<file path="src/tqc_pkg.sv">
`timescale 1ns / 1ps
// ---------------------------------------------------------------------------
// tqc_pkg
// shared types and constants of the two-queue replacement cache
// ---------------------------------------------------------------------------
package tqc_pkg;

    localparam int TQC_MAX_ENTRIES  = 16;
    localparam int TQC_KEY_BITS     = 16;
    localparam int TQC_PAYLOAD_BITS = 64;

    localparam int CAP_BITS = 5;
    localparam logic [CAP_BITS-1:0] CAP_RESET = 5'd10;
    localparam int CNT_BITS = 32;

    typedef enum logic [1:0] {
        ACT_LOOKUP = 2'd0,
        ACT_LOAD   = 2'd1,
        ACT_CLEAR  = 2'd2
    } action_t;

    typedef enum logic [2:0] {
        S_IDLE,
        S_SCAN,
        S_SCAN_END,
        S_DECIDE,
        S_UNLINK,
        S_UNLINK_END,
        S_COMMIT
    } state_t;

    // write enables toward the entry store
    typedef struct packed {
        logic key_we;
        logic pay_we;
        logic rank_we;
    } tqc_wr_en_t;

endpackage

</file>
<file path="src/two_queue_cache_replacement_core.sv">
`timescale 1ns / 1ps
// ---------------------------------------------------------------------------
// two_queue_cache_replacement_core
// fully associative cache with simplified two-queue (fifo + lru) replacement
//
// sequencing: clear and unused codes skip the passes; lookup miss and load of a
//   present key take a scan pass only; lookup hit and load of a new key take
//   a scan pass, then a rank update pass when a queue is relinked (one entry
//   store read per cycle)
// throughput: one word at a time; a new word is taken in the cycle done pulses
// reset: queues empty, counters zero, capacity limit 10; results cannot stall
// ---------------------------------------------------------------------------
module two_queue_cache_replacement_core
    import tqc_pkg::*;
#(
    parameter int MAX_ENTRIES  = TQC_MAX_ENTRIES,
    parameter int KEY_BITS     = TQC_KEY_BITS,
    parameter int PAYLOAD_BITS = TQC_PAYLOAD_BITS
)
(
    input  logic                    clk,
    input  logic                    rst_n,
    // configuration
    input  logic                    capacity_limit_we,
    input  logic [CAP_BITS-1:0]     capacity_limit,
    // command word
    input  logic                    start,
    output logic                    busy,
    input  logic [1:0]              action,
    input  logic [KEY_BITS-1:0]     key,
    input  logic [PAYLOAD_BITS-1:0] payload_in,
    // result word
    output logic                    done,
    output logic                    found,
    output logic [PAYLOAD_BITS-1:0] read_data,
    output logic                    evicted,
    output logic [KEY_BITS-1:0]     evicted_key,
    output logic [CNT_BITS-1:0]     hits_seen,
    output logic [CNT_BITS-1:0]     misses_seen
);

    localparam int IDX_W = $clog2(MAX_ENTRIES);
    // entry counts go up to MAX_ENTRIES itself
    localparam int CNT_W = $clog2(MAX_ENTRIES + 1);
    localparam int CMP_W = (CNT_W + 1 > CAP_BITS) ? CNT_W + 1 : CAP_BITS;
    localparam logic [IDX_W-1:0] LAST_IDX = IDX_W'(MAX_ENTRIES - 1);

    // sequencer and pass pipeline
    state_t                  state_reg, state_next;
    logic [IDX_W-1:0]        idx_reg, idx_next;
    logic                    p_scan_reg, p_scan_next;
    logic                    p_unl_reg, p_unl_next;
    logic [IDX_W-1:0]        p_idx_reg, p_idx_next;

    // command word and configuration
    logic                    is_load_reg, is_load_next;
    logic [KEY_BITS-1:0]     key_reg, key_next;
    logic [PAYLOAD_BITS-1:0] pay_reg, pay_next;
    logic [CAP_BITS-1:0]     cap_reg, cap_next;

    // per-entry flags (promoted = member of lru queue)
    logic [MAX_ENTRIES-1:0]  valid_reg, valid_next;
    logic [MAX_ENTRIES-1:0]  prom_reg, prom_next;
    logic [CNT_BITS-1:0]     hits_reg, hits_next;
    logic [CNT_BITS-1:0]     misses_reg, misses_next;

    // scan results
    logic                    hit_found_reg, hit_found_next;
    logic [IDX_W-1:0]        hit_idx_reg, hit_idx_next;
    logic                    hit_prom_reg, hit_prom_next;
    logic [IDX_W-1:0]        hit_rank_reg, hit_rank_next;
    logic [PAYLOAD_BITS-1:0] hit_pay_reg, hit_pay_next;
    logic [CNT_W-1:0]        cnt_f_reg, cnt_f_next;
    logic [CNT_W-1:0]        cnt_l_reg, cnt_l_next;
    logic                    ff_found_reg, ff_found_next;
    logic [IDX_W-1:0]        ff_idx_reg, ff_idx_next;
    logic [KEY_BITS-1:0]     ff_key_reg, ff_key_next;
    logic                    lf_found_reg, lf_found_next;
    logic [IDX_W-1:0]        lf_idx_reg, lf_idx_next;
    logic [KEY_BITS-1:0]     lf_key_reg, lf_key_next;
    logic                    free_found_reg, free_found_next;
    logic [IDX_W-1:0]        free_idx_reg, free_idx_next;

    // relink / commit targets
    logic [IDX_W-1:0]        tgt_idx_reg, tgt_idx_next;
    logic                    tgt_prom_reg, tgt_prom_next;
    logic [IDX_W-1:0]        tgt_rank_reg, tgt_rank_next;
    logic [IDX_W-1:0]        slot_idx_reg, slot_idx_next;
    logic                    slot_ok_reg, slot_ok_next;
    logic [IDX_W-1:0]        new_rank_reg, new_rank_next;

    // result word
    logic                    done_reg, done_next;
    logic                    found_reg, found_next;
    logic [PAYLOAD_BITS-1:0] rdata_reg, rdata_next;
    logic                    ev_reg, ev_next;
    logic [KEY_BITS-1:0]     evkey_reg, evkey_next;

    // entry store
    logic [KEY_BITS-1:0]     rd_key;
    logic [PAYLOAD_BITS-1:0] rd_payload;
    logic [IDX_W-1:0]        rd_rank;
    tqc_wr_en_t              wr_en;
    logic [IDX_W-1:0]        wr_addr;
    logic [PAYLOAD_BITS-1:0] wr_payload;
    logic [IDX_W-1:0]        wr_rank;

    // flags of the entry whose store data is back this cycle
    logic                    p_valid;
    logic                    p_prom;
    logic [CMP_W-1:0]        used;
    logic                    need_evict;
    logic [IDX_W-1:0]        victim;

    tqc_store #(
        .MAX_ENTRIES  (MAX_ENTRIES),
        .KEY_BITS     (KEY_BITS),
        .PAYLOAD_BITS (PAYLOAD_BITS),
        .IDX_W        (IDX_W)
    ) u_store (
        .clk        (clk),
        .rd_addr    (idx_reg),
        .rd_key     (rd_key),
        .rd_payload (rd_payload),
        .rd_rank    (rd_rank),
        .wr_en      (wr_en),
        .wr_addr    (wr_addr),
        .wr_key     (key_reg),
        .wr_payload (wr_payload),
        .wr_rank    (wr_rank)
    );

    assign p_valid    = valid_reg[p_idx_reg];
    assign p_prom     = prom_reg[p_idx_reg];
    assign used       = CMP_W'(cnt_f_reg) + CMP_W'(cnt_l_reg);
    assign need_evict = (used >= CMP_W'(cap_reg)) || (used >= CMP_W'(MAX_ENTRIES));
    // fifo front first, lru front when the fifo is empty
    assign victim     = ff_found_reg ? ff_idx_reg : lf_idx_reg;

    assign busy        = (state_reg != S_IDLE);
    assign done        = done_reg;
    assign found       = found_reg;
    assign read_data   = rdata_reg;
    assign evicted     = ev_reg;
    assign evicted_key = evkey_reg;
    assign hits_seen   = hits_reg;
    assign misses_seen = misses_reg;

    always_ff @(posedge clk or negedge rst_n)
    begin
        if (!rst_n)
        begin
            state_reg      <= S_IDLE;
            idx_reg        <= '0;
            p_scan_reg     <= 1'b0;
            p_unl_reg      <= 1'b0;
            p_idx_reg      <= '0;
            is_load_reg    <= 1'b0;
            key_reg        <= '0;
            pay_reg        <= '0;
            cap_reg        <= CAP_RESET;
            valid_reg      <= '0;
            prom_reg       <= '0;
            hits_reg       <= '0;
            misses_reg     <= '0;
            hit_found_reg  <= 1'b0;
            hit_idx_reg    <= '0;
            hit_prom_reg   <= 1'b0;
            hit_rank_reg   <= '0;
            hit_pay_reg    <= '0;
            cnt_f_reg      <= '0;
            cnt_l_reg      <= '0;
            ff_found_reg   <= 1'b0;
            ff_idx_reg     <= '0;
            ff_key_reg     <= '0;
            lf_found_reg   <= 1'b0;
            lf_idx_reg     <= '0;
            lf_key_reg     <= '0;
            free_found_reg <= 1'b0;
            free_idx_reg   <= '0;
            tgt_idx_reg    <= '0;
            tgt_prom_reg   <= 1'b0;
            tgt_rank_reg   <= '0;
            slot_idx_reg   <= '0;
            slot_ok_reg    <= 1'b0;
            new_rank_reg   <= '0;
            done_reg       <= 1'b0;
            found_reg      <= 1'b0;
            rdata_reg      <= '0;
            ev_reg         <= 1'b0;
            evkey_reg      <= '0;
        end
        else
        begin
            state_reg      <= state_next;
            idx_reg        <= idx_next;
            p_scan_reg     <= p_scan_next;
            p_unl_reg      <= p_unl_next;
            p_idx_reg      <= p_idx_next;
            is_load_reg    <= is_load_next;
            key_reg        <= key_next;
            pay_reg        <= pay_next;
            cap_reg        <= cap_next;
            valid_reg      <= valid_next;
            prom_reg       <= prom_next;
            hits_reg       <= hits_next;
            misses_reg     <= misses_next;
            hit_found_reg  <= hit_found_next;
            hit_idx_reg    <= hit_idx_next;
            hit_prom_reg   <= hit_prom_next;
            hit_rank_reg   <= hit_rank_next;
            hit_pay_reg    <= hit_pay_next;
            cnt_f_reg      <= cnt_f_next;
            cnt_l_reg      <= cnt_l_next;
            ff_found_reg   <= ff_found_next;
            ff_idx_reg     <= ff_idx_next;
            ff_key_reg     <= ff_key_next;
            lf_found_reg   <= lf_found_next;
            lf_idx_reg     <= lf_idx_next;
            lf_key_reg     <= lf_key_next;
            free_found_reg <= free_found_next;
            free_idx_reg   <= free_idx_next;
            tgt_idx_reg    <= tgt_idx_next;
            tgt_prom_reg   <= tgt_prom_next;
            tgt_rank_reg   <= tgt_rank_next;
            slot_idx_reg   <= slot_idx_next;
            slot_ok_reg    <= slot_ok_next;
            new_rank_reg   <= new_rank_next;
            done_reg       <= done_next;
            found_reg      <= found_next;
            rdata_reg      <= rdata_next;
            ev_reg         <= ev_next;
            evkey_reg      <= evkey_next;
        end
    end

    always_comb
    begin
        state_next      = state_reg;
        idx_next        = idx_reg;
        p_scan_next     = 1'b0;
        p_unl_next      = 1'b0;
        p_idx_next      = idx_reg;
        is_load_next    = is_load_reg;
        key_next        = key_reg;
        pay_next        = pay_reg;
        cap_next        = cap_reg;
        valid_next      = valid_reg;
        prom_next       = prom_reg;
        hits_next       = hits_reg;
        misses_next     = misses_reg;
        hit_found_next  = hit_found_reg;
        hit_idx_next    = hit_idx_reg;
        hit_prom_next   = hit_prom_reg;
        hit_rank_next   = hit_rank_reg;
        hit_pay_next    = hit_pay_reg;
        cnt_f_next      = cnt_f_reg;
        cnt_l_next      = cnt_l_reg;
        ff_found_next   = ff_found_reg;
        ff_idx_next     = ff_idx_reg;
        ff_key_next     = ff_key_reg;
        lf_found_next   = lf_found_reg;
        lf_idx_next     = lf_idx_reg;
        lf_key_next     = lf_key_reg;
        free_found_next = free_found_reg;
        free_idx_next   = free_idx_reg;
        tgt_idx_next    = tgt_idx_reg;
        tgt_prom_next   = tgt_prom_reg;
        tgt_rank_next   = tgt_rank_reg;
        slot_idx_next   = slot_idx_reg;
        slot_ok_next    = slot_ok_reg;
        new_rank_next   = new_rank_reg;
        done_next       = 1'b0;
        found_next      = found_reg;
        rdata_next      = rdata_reg;
        ev_next         = ev_reg;
        evkey_next      = evkey_reg;

        wr_en           = '0;
        wr_addr         = p_idx_reg;
        wr_payload      = pay_reg;
        wr_rank         = rd_rank - IDX_W'(1);

        if (capacity_limit_we)
        begin
            cap_next = capacity_limit;
        end

        // scan pass: store data for entry p_idx is back this cycle
        if (p_scan_reg)
        begin
            if (p_valid)
            begin
                if (p_prom)
                begin
                    cnt_l_next = cnt_l_reg + CNT_W'(1);
                end
                else
                begin
                    cnt_f_next = cnt_f_reg + CNT_W'(1);
                end
                if (rd_key == key_reg && !hit_found_reg)
                begin
                    hit_found_next = 1'b1;
                    hit_idx_next   = p_idx_reg;
                    hit_prom_next  = p_prom;
                    hit_rank_next  = rd_rank;
                    hit_pay_next   = rd_payload;
                end
                if (!p_prom && rd_rank == '0 && !ff_found_reg)
                begin
                    ff_found_next = 1'b1;
                    ff_idx_next   = p_idx_reg;
                    ff_key_next   = rd_key;
                end
                if (p_prom && rd_rank == '0 && !lf_found_reg)
                begin
                    lf_found_next = 1'b1;
                    lf_idx_next   = p_idx_reg;
                    lf_key_next   = rd_key;
                end
            end
            else if (!free_found_reg)
            begin
                free_found_next = 1'b1;
                free_idx_next   = p_idx_reg;
            end
        end

        // unlink pass: close the gap behind the target in its queue
        if (p_unl_reg)
        begin
            if (p_idx_reg != tgt_idx_reg && p_valid && p_prom == tgt_prom_reg
                && rd_rank > tgt_rank_reg)
            begin
                wr_en.rank_we = 1'b1;
            end
        end

        case (state_reg)
            S_IDLE:
            begin
                if (start)
                begin
                    key_next        = key;
                    pay_next        = payload_in;
                    is_load_next    = (action == ACT_LOAD);
                    hit_found_next  = 1'b0;
                    cnt_f_next      = '0;
                    cnt_l_next      = '0;
                    ff_found_next   = 1'b0;
                    lf_found_next   = 1'b0;
                    free_found_next = 1'b0;
                    idx_next        = '0;
                    if (action == ACT_LOOKUP || action == ACT_LOAD)
                    begin
                        state_next = S_SCAN;
                    end
                    else
                    begin
                        // clear, or an unused code that only reports
                        if (action == ACT_CLEAR)
                        begin
                            valid_next  = '0;
                            prom_next   = '0;
                            hits_next   = '0;
                            misses_next = '0;
                        end
                        found_next = 1'b0;
                        rdata_next = '0;
                        ev_next    = 1'b0;
                        evkey_next = '0;
                        done_next  = 1'b1;
                    end
                end
            end

            S_SCAN:
            begin
                p_scan_next = 1'b1;
                if (idx_reg == LAST_IDX)
                begin
                    idx_next   = '0;
                    state_next = S_SCAN_END;
                end
                else
                begin
                    idx_next = idx_reg + IDX_W'(1);
                end
            end

            S_SCAN_END:
            begin
                state_next = S_DECIDE;
            end

            S_DECIDE:
            begin
                ev_next    = 1'b0;
                evkey_next = '0;
                rdata_next = '0;
                idx_next   = '0;
                if (!is_load_reg)
                begin
                    if (hit_found_reg)
                    begin
                        if (hits_reg != '1)
                        begin
                            hits_next = hits_reg + CNT_BITS'(1);
                        end
                        found_next    = 1'b1;
                        rdata_next    = hit_pay_reg;
                        tgt_idx_next  = hit_idx_reg;
                        tgt_prom_next = hit_prom_reg;
                        tgt_rank_next = hit_rank_reg;
                        slot_idx_next = hit_idx_reg;
                        // lru count taken before the entry leaves its queue
                        if (hit_prom_reg)
                        begin
                            new_rank_next = IDX_W'(cnt_l_reg - CNT_W'(1));
                        end
                        else
                        begin
                            new_rank_next = IDX_W'(cnt_l_reg);
                        end
                        state_next = S_UNLINK;
                    end
                    else
                    begin
                        if (misses_reg != '1)
                        begin
                            misses_next = misses_reg + CNT_BITS'(1);
                        end
                        found_next = 1'b0;
                        done_next  = 1'b1;
                        state_next = S_IDLE;
                    end
                end
                else if (hit_found_reg)
                begin
                    // present key: payload only, queues untouched
                    wr_en.pay_we = 1'b1;
                    wr_addr      = hit_idx_reg;
                    found_next   = 1'b1;
                    done_next    = 1'b1;
                    state_next   = S_IDLE;
                end
                else
                begin
                    found_next = 1'b0;
                    if (need_evict && (ff_found_reg || lf_found_reg))
                    begin
                        valid_next[victim] = 1'b0;
                        prom_next[victim]  = 1'b0;
                        ev_next            = 1'b1;
                        evkey_next         = ff_found_reg ? ff_key_reg : lf_key_reg;
                        tgt_idx_next       = victim;
                        tgt_prom_next      = !ff_found_reg;
                        tgt_rank_next      = '0;
                        slot_ok_next       = 1'b1;
                        // lowest free slot once the victim is gone
                        if (free_found_reg && free_idx_reg < victim)
                        begin
                            slot_idx_next = free_idx_reg;
                        end
                        else
                        begin
                            slot_idx_next = victim;
                        end
                        new_rank_next = IDX_W'(cnt_f_reg - CNT_W'(ff_found_reg));
                        state_next    = S_UNLINK;
                    end
                    else
                    begin
                        slot_ok_next  = free_found_reg;
                        slot_idx_next = free_idx_reg;
                        new_rank_next = IDX_W'(cnt_f_reg);
                        state_next    = S_COMMIT;
                    end
                end
            end

            S_UNLINK:
            begin
                p_unl_next = 1'b1;
                if (idx_reg == LAST_IDX)
                begin
                    idx_next   = '0;
                    state_next = S_UNLINK_END;
                end
                else
                begin
                    idx_next = idx_reg + IDX_W'(1);
                end
            end

            S_UNLINK_END:
            begin
                state_next = S_COMMIT;
            end

            S_COMMIT:
            begin
                wr_addr = slot_idx_reg;
                wr_rank = new_rank_reg;
                if (is_load_reg)
                begin
                    if (slot_ok_reg)
                    begin
                        wr_en.key_we  = 1'b1;
                        wr_en.pay_we  = 1'b1;
                        wr_en.rank_we = 1'b1;
                        valid_next[slot_idx_reg] = 1'b1;
                        prom_next[slot_idx_reg]  = 1'b0;
                    end
                end
                else
                begin
                    // hit entry goes to the lru tail
                    wr_en.rank_we           = 1'b1;
                    prom_next[slot_idx_reg] = 1'b1;
                end
                done_next  = 1'b1;
                state_next = S_IDLE;
            end

            default:
            begin
                state_next = S_IDLE;
            end
        endcase
    end

endmodule

</file>
<file path="src/tqc_store.sv">
`timescale 1ns / 1ps
// ---------------------------------------------------------------------------
// tqc_store
// key, payload and queue rank storage with one write port and one
// registered read port
// ---------------------------------------------------------------------------
module tqc_store
    import tqc_pkg::*;
#(
    parameter int MAX_ENTRIES  = TQC_MAX_ENTRIES,
    parameter int KEY_BITS     = TQC_KEY_BITS,
    parameter int PAYLOAD_BITS = TQC_PAYLOAD_BITS,
    parameter int IDX_W        = $clog2(MAX_ENTRIES)
)
(
    input  logic                    clk,
    input  logic [IDX_W-1:0]        rd_addr,
    output logic [KEY_BITS-1:0]     rd_key,
    output logic [PAYLOAD_BITS-1:0] rd_payload,
    output logic [IDX_W-1:0]        rd_rank,
    input  tqc_wr_en_t              wr_en,
    input  logic [IDX_W-1:0]        wr_addr,
    input  logic [KEY_BITS-1:0]     wr_key,
    input  logic [PAYLOAD_BITS-1:0] wr_payload,
    input  logic [IDX_W-1:0]        wr_rank
);

    logic [KEY_BITS-1:0]     key_mem  [MAX_ENTRIES];
    logic [PAYLOAD_BITS-1:0] pay_mem  [MAX_ENTRIES];
    logic [IDX_W-1:0]        rank_mem [MAX_ENTRIES];

    always_ff @(posedge clk)
    begin
        if (wr_en.key_we)
        begin
            key_mem[wr_addr] <= wr_key;
        end
        if (wr_en.pay_we)
        begin
            pay_mem[wr_addr] <= wr_payload;
        end
        if (wr_en.rank_we)
        begin
            rank_mem[wr_addr] <= wr_rank;
        end
    end

    always_ff @(posedge clk)
    begin
        rd_key     <= key_mem[rd_addr];
        rd_payload <= pay_mem[rd_addr];
        rd_rank    <= rank_mem[rd_addr];
    end

endmodule
</file>
<file path="config.mk">
export PLATFORM = sky130hd
export DESIGN_NAME = two_queue_cache_replacement_core
export DESIGN_NICKNAME = d
export VERILOG_FILES = /design/src/tqc_pkg.sv /design/src/two_queue_cache_replacement_core.sv /design/src/tqc_store.sv
export SDC_FILE = /design/constraint.sdc
export NUM_CORES = 2
export LEC_CHECK = 0
export BUFFER_PORTS_ARGS = -buffer_cell sky130_fd_sc_hd__buf_4
export CAP_MARGIN = 20
export CORE_UTILIZATION = 40
export DETAILED_ROUTE_END_ITERATION = 10
export HOLD_SLACK_MARGIN = 0.1
export SLEW_MARGIN = 0
export SYNTH_ARGS = -nofsm -noshare
export SYNTH_HDL_FRONTEND = slang
export SYNTH_SLANG_ARGS = --single-unit
</file>
<file path="constraint.sdc">
create_clock -name clk -period 21.3 [get_ports clk]
set_clock_uncertainty 0.15 [all_clocks]
set_input_delay 2.13 -clock clk [delete_from_list [all_inputs] [get_ports clk]]
set_output_delay 2.13 -clock clk [all_outputs]
set_load 0.02 [all_outputs]
</file>
-- Word-level counts from Yosys, hierarchy flattened
Memories as Yosys holds them, arrays and structs flattened. A register that Yosys moved wholly into a read port is not among the register bits.
Cells that the tools add are included.
- word-level logic and storage cells: 289
- flip-flop bits (word level): 427
- memory bits (writable): 1344
- memories kept: 3
- bitwise logic cells: 10
- reductions and logical operators: 44
- multiplexer cells: 144
- add/sub/neg operators: 9
- magnitude comparators: 9
- eq/ne operators: 31
- memory list (memory ; depth ; bits a word ; rd ports ; clocked after Yosys merged registers in ; write ports ; RTL line ; text):
    u_store.pay_mem ; 16 ; 64 ; 1 ; 1 ; 1 ; tqc_store.sv:29 ; logic [PAYLOAD_BITS-1:0] pay_mem [MAX_ENTRIES];
    u_store.key_mem ; 16 ; 16 ; 1 ; 1 ; 1 ; tqc_store.sv:28 ; logic [KEY_BITS-1:0] key_mem [MAX_ENTRIES];
    u_store.rank_mem ; 16 ; 4 ; 1 ; 1 ; 1 ; tqc_store.sv:30 ; logic [IDX_W-1:0] rank_mem [MAX_ENTRIES];
- operators by type and width (cell ; count):
    two-way mux 16 bit ; 19
    two-way mux 32 bit ; 9
    two-way mux 64 bit ; 4
    case mux 32 bit (2 select lines) ; 2
    case mux 64 bit (2 select lines) ; 1
    case mux 16 bit (3 select lines) ; 2
    two-way mux 4 bit ; 23
    adder 32 x 1 -> 32 bit, second input constant ; 2
    != test 32 bit, second input constant ; 2
    two-way mux 1 bit ; 52
    two-way mux 5 bit ; 10
    AND 16 bit ; 3
    != test 2 bit, second input constant ; 16
    NOT 16 bit ; 2
    bitwise OR 16 bit ; 2
    case mux 16 bit (2 select lines) ; 1
    two-way mux 3 bit ; 8
    AND reduction 3 bit ; 7
    case mux 3 bit (6 select lines) ; 1
    equality test 16 bit ; 1
    less-than comparator 4 x 5 -> 1 bit, second input constant ; 3
    AND reduction 7 bit ; 2
    logical AND 1 bit ; 12
    case mux 4 bit (3 select lines) ; 1
    other kinds (38) ; 62

-- Longest topological paths before layout
- word-level depth: 12
- gate-level depth with buffers: 12

-- By module
Synthesis repeated with hierarchy kept, for this count alone.
- cells, all modules: 3799
- area, all modules: 71418.5 um^2
- by module, submodules not included (module ; area an instance (um^2) ; instances ; cells an instance ; sequential area each (um^2)):
    tqc_store ; 52221.3 ; 1 ; 2202 ; 42040.3
    two_queue_cache_replacement_core ; 19197.2 ; 1 ; 1597 ; 10687.8

-- Worst setup path after synthesis
OpenSTA, ideal clock, no wires.
- path type: register -> register
- start: register state_reg[2]
- end: memory u_store.pay_mem[1][0] (netlist bit) (enable)
- cell stages (with the launch flop): 9
- slack: 14.326 ns
- setup time: 0.564 ns
- data arrival time: 6.259 ns
- path buffers: 2
- cell sequence: dfrtp_1 -> clkbuf_1 -> nand2b_1 -> o21ai_0 -> nand2_1 -> a222oi_1 -> nand2b_1 -> clkbuf_1 -> nor3_1
- word-level cells in the longest chain between the ends: 4
- elaborated cells on any way between the ends: 6
- ends and longest elaborated chain (element ; RTL line ; text):
    from (decl) ; two_queue_cache_replacement_core.sv:49 ; state_t state_reg, state_next;
    from (signal assigned) ; two_queue_cache_replacement_core.sv:195 ; state_reg <= state_next;
    equality test 3 bit or equality test 3 x 2 -> 1 bit (tied branches) ; two_queue_cache_replacement_core.sv:340 ; case (state_reg)
    case mux 1 bit (2 select lines) ; two_queue_cache_replacement_core.sv:340 ;
    two-way mux 1 bit ; tqc_store.sv:38 ; if (wr_en.pay_we)
    two-way mux 1 bit (implied by the code) ; tqc_store.sv:40 ; pay_mem[wr_addr] <= wr_payload;
    to (decl) ; tqc_store.sv:29 ;
Several ways; a longest one is shown, not always the timed one.

-- Final worst setup path
- start: register state_reg[0]
- end: memory u_store.pay_mem[12][23] (netlist bit) (enable)
The elaborated chain is that of the path after synthesis.

==> impl_metrics.json <==
{
  "status": "finished, final reports clean",
  "regMostFlops": "u_store.pay_mem",
  "syn_avg_cell_area_um2": 16.2,
  "synth_ff_type": "edfxtp_1",
  "ir_drop_mv": 0.0904,
  "rsz0062_at_grt": "false",
  "post-cts-setup-buffers": 0,
  "cp_max_fo": 34,
  "synthTopCellsByCount": "edfxtp_1, dfrtp_1, nand2_1",
  "synth_fp_nets": 4611,
  "fmax_mhz": 208,
  "p_leak_nw": 30.6,
  "die_w_um": 429,
  "via_count": 40000,
  "netlist_area_um2": 72800,
  "synth.top_cell.area_share_pct": 55.4,
  "ctsHoldBuffers": 0,
  "finalMaxSlewViolations": 0,
  "synth_edf_count": 1344,
  "use_met1_pct": 25.8,
  "die_y_um": 429,
  "place.gp.congestion": 0.793,
  "yosysUniqueCellTypes": 77,
  "numPortBuffers": 238,
  "cp.required_ns": 21.60,
  "power_density_nw_per_um2": 126,
  "dpl.hpwl_um": 97900,
  "r2r-start": "state_reg[0]",
  "grt_pass1_vias": 40400,
  "clock_latency_ns": 0.84,
  "synth_warnings": 0,
  "cts_resized": 0,
  "synthToLayoutAreaGrowth_pct": 14.9,
  "finalSetupTns_ns": 0,
  "vias_per_cell": 5.48,
  "crit_type": "reg2reg",
  "critPathLaunch": "state_reg[0]",
  "ys_seq_elements": 1855,
  "async_reset_ff_share_pct": 23.0,
  "drv_cap": 0,
  "stdcell_area_um2": 83700,
  "clock_path_buffers": 3,
  "slew_headroom_pct": 27.5,
  "grt_first_pass_wirelength_um": 263000,
  "drive_gt1_share_pct": 21.0,
  "grt_max_degree": 158,
  "place_area_um2": 77400,
  "hp-class": "reg2reg",
  "final_antenna_net_count": 0,
  "ys_seq_area_share_pct": 72.4,
  "place_inst": 6928,
  "finalCritPeriodShare_pct": 22.6,
  "fillerInstances": 15400,
  "antenna_found_initial": 1,
  "ys_top_cells_by_area": "edfxtp_1, dfrtp_1, mux4_2, mux2i_1, mux2_2",
  "top_usage_layer": "met2",
  "end_kind": "register",
  "worstMarginPinSlew_ns": 1.09,
  "synthCells": 4489,
  "reg2reg_slack_ns": 16.48,
  "routedWlPerCell_um": 24.2,
  "r2r-end": "u_store.pay_mem[12][23]",
  "cts_tree": "done",
  "initial_core_util_pct": 40.3,
  "worst_setup_path_start_kind": "register",
  "grt_use_met2_pct": 31.9,
  "yosysMostFrequentCell": "edfxtp_1",
  "cts-buffers-inserted": 189,
  "fin_nets": 4874,
  "grt_use_total_pct": 19.0,
  "synth_top_area_cell": "edfxtp_1",
  "reg_top3": "u_store.pay_mem: 1024 flops, u_store.key_mem: 256 flops",
  "rows": 156,
  "reg2regPathDepth": 8,
  "dieArea_um2": 184000,
  "routed_wl_um": 176000,
  "first_iter_violations": 3438,
  "cts-root-buf": "clkbuf_16",
  "setup_viol": 0,
  "boundaryPins": 239,
  "cts_sinks": 1855,
  "coreArea_um2": 181000,
  "layoutNonFillerInstCount": 7290,
  "drt-pass1-iter-count": 6,
  "largest_reg_flops": 1024,
  "drc_errors": 0,
  "arrival_ns": 5.12,
  "finalCriticalPeriod_ns": 4.82,
  "endpoint": "u_store.pay_mem[12][23]",
  "grt_overflow": 0,
  "final_hold_viol_count": 0,
  "clkTransAtPathRegs_ns": 0.06,
  "h-tree-depth": 4,
  "gr-usage-met3_pct": 2.86
}
==> routing by layer <==
metal | up-vias | wire length [um]
met5 | - | 0
li1 | 18000 | -
met2 | 1060 | 87200
met4 | 0 | 3540
met1 | 20700 | 76900
met3 | 237 | 8650
==> where the power goes <==
| group | internal (mW) | switching [mW] | total [mW] | leakage (nW) |
|---|---|---|---|---|
| logic | 0.907 | 1.23 | 2.14 | 9.02 |
| registers | 4.52 | 0.599 | 5.12 | 18.6 |
| clock network | 1.88 | 1.39 | 3.28 | 3.00 |
==> cell families (layout without fill, tap and decap cells) <==
kind of cell / count (synthesis) / after routing / synth area share, %
other: 0 / 1 / 0
adder cells (fa/ha/maj): 31 / 31 / 0.543
buffers and inverters: 298 / 728 / 1.71
flip-flops: 1855 / 1855 / 72.4
AND/OR/NAND/NOR: 782 / 782 / 4.89
AO/OA/AOI/OAI: 781 / 781 / 6.84
multiplexers: 670 / 670 / 12.7
XOR/XNOR: 72 / 72 / 0.866
==> per-stage QoR <==
step                worst slack, ns  hold slack, ns  power (mW)  util (%)
CTS                           16.43           0.299        10.7      46.3
detailed placement            15.77           0.287        7.37      42.8
floorplan                     14.33           0.202        6.48         -
finish                        16.48           0.296        10.5      46.3
global route                  16.16           0.308        11.0      46.3
global placement              15.84           0.274        7.31      42.8
==> critical path, cell delays in order, from the launching register on <==
cell and delay, ns:
dfrtp_1 0.62, nand2b_1 0.20, o21ai_0 0.22, nand2_1 0.18, a222oi_1 0.51, nand2_1 0.61, nor3_2 0.70, buf_4 0.58
buf_4 0.63
==> layout by cell type, fill, tap and decap left out, drive strengths merged, types with 6 or more instances in the layout <==
master  instances
a221oi         86
and3           14
xor2           36
a21oi         198
o211ai         17
dfrtp         425
nor3           80
o31ai          31
nor2          108
ha             30
o21ai         250
nand2         410
clkinv         53
o21a            6
or4             6
nand4          30
or3            13
buf           329
nand3          31
a31oi           7
and2            7
a22o           65
nand3b          7
mux4          176
a22oi          88
nor4           15
mux2          209
dfxtp          84
edfxtp       1344
clkbuf        282
bufinv         12
inv            48
nor3b           9
xnor2          36
mux2i         285
nand2b         18
and4            9
nor2b           8
==> worst min-delay path by stage <==
| stage | from | endpoint | cells past startpoint |
|---|---|---|---|
| 3_5_place_dp | u_store.rd_payload[7] | hit_pay_reg[7] | 1 |
| 5_1_grt | u_store.rd_payload[7] | hit_pay_reg[7] | 1 |
| 3_3_place_gp | u_store.rd_payload[7] | hit_pay_reg[7] | 1 |
| 6_report | u_store.rd_payload[7] | hit_pay_reg[7] | 1 |
| 2_1_floorplan | idx_reg[2] | p_idx_reg[2] | 0 |
| 4_1_cts | u_store.rd_payload[4] | hit_pay_reg[4] | 1 |
==> final cells by class <==
| cell class | instances | area [um^2] | area share, % |
|---|---|---|---|
| Antenna cell | 1 | 2.50 | 0.00299 |
| Clock buffer | 282 | 5310 | 6.35 |
| Clock inverter | 76 | 875 | 1.05 |
| Inverter | 41 | 154 | 0.184 |
| Multi-Input combinational cell | 2336 | 19000 | 22.8 |
| Sequential cell | 1855 | 52700 | 63.0 |
| Tap cell | 2370 | 2970 | 3.54 |
| Timing Repair Buffer | 329 | 2570 | 3.07 |
No activity file was read; power rests on OpenSTA's default activity.
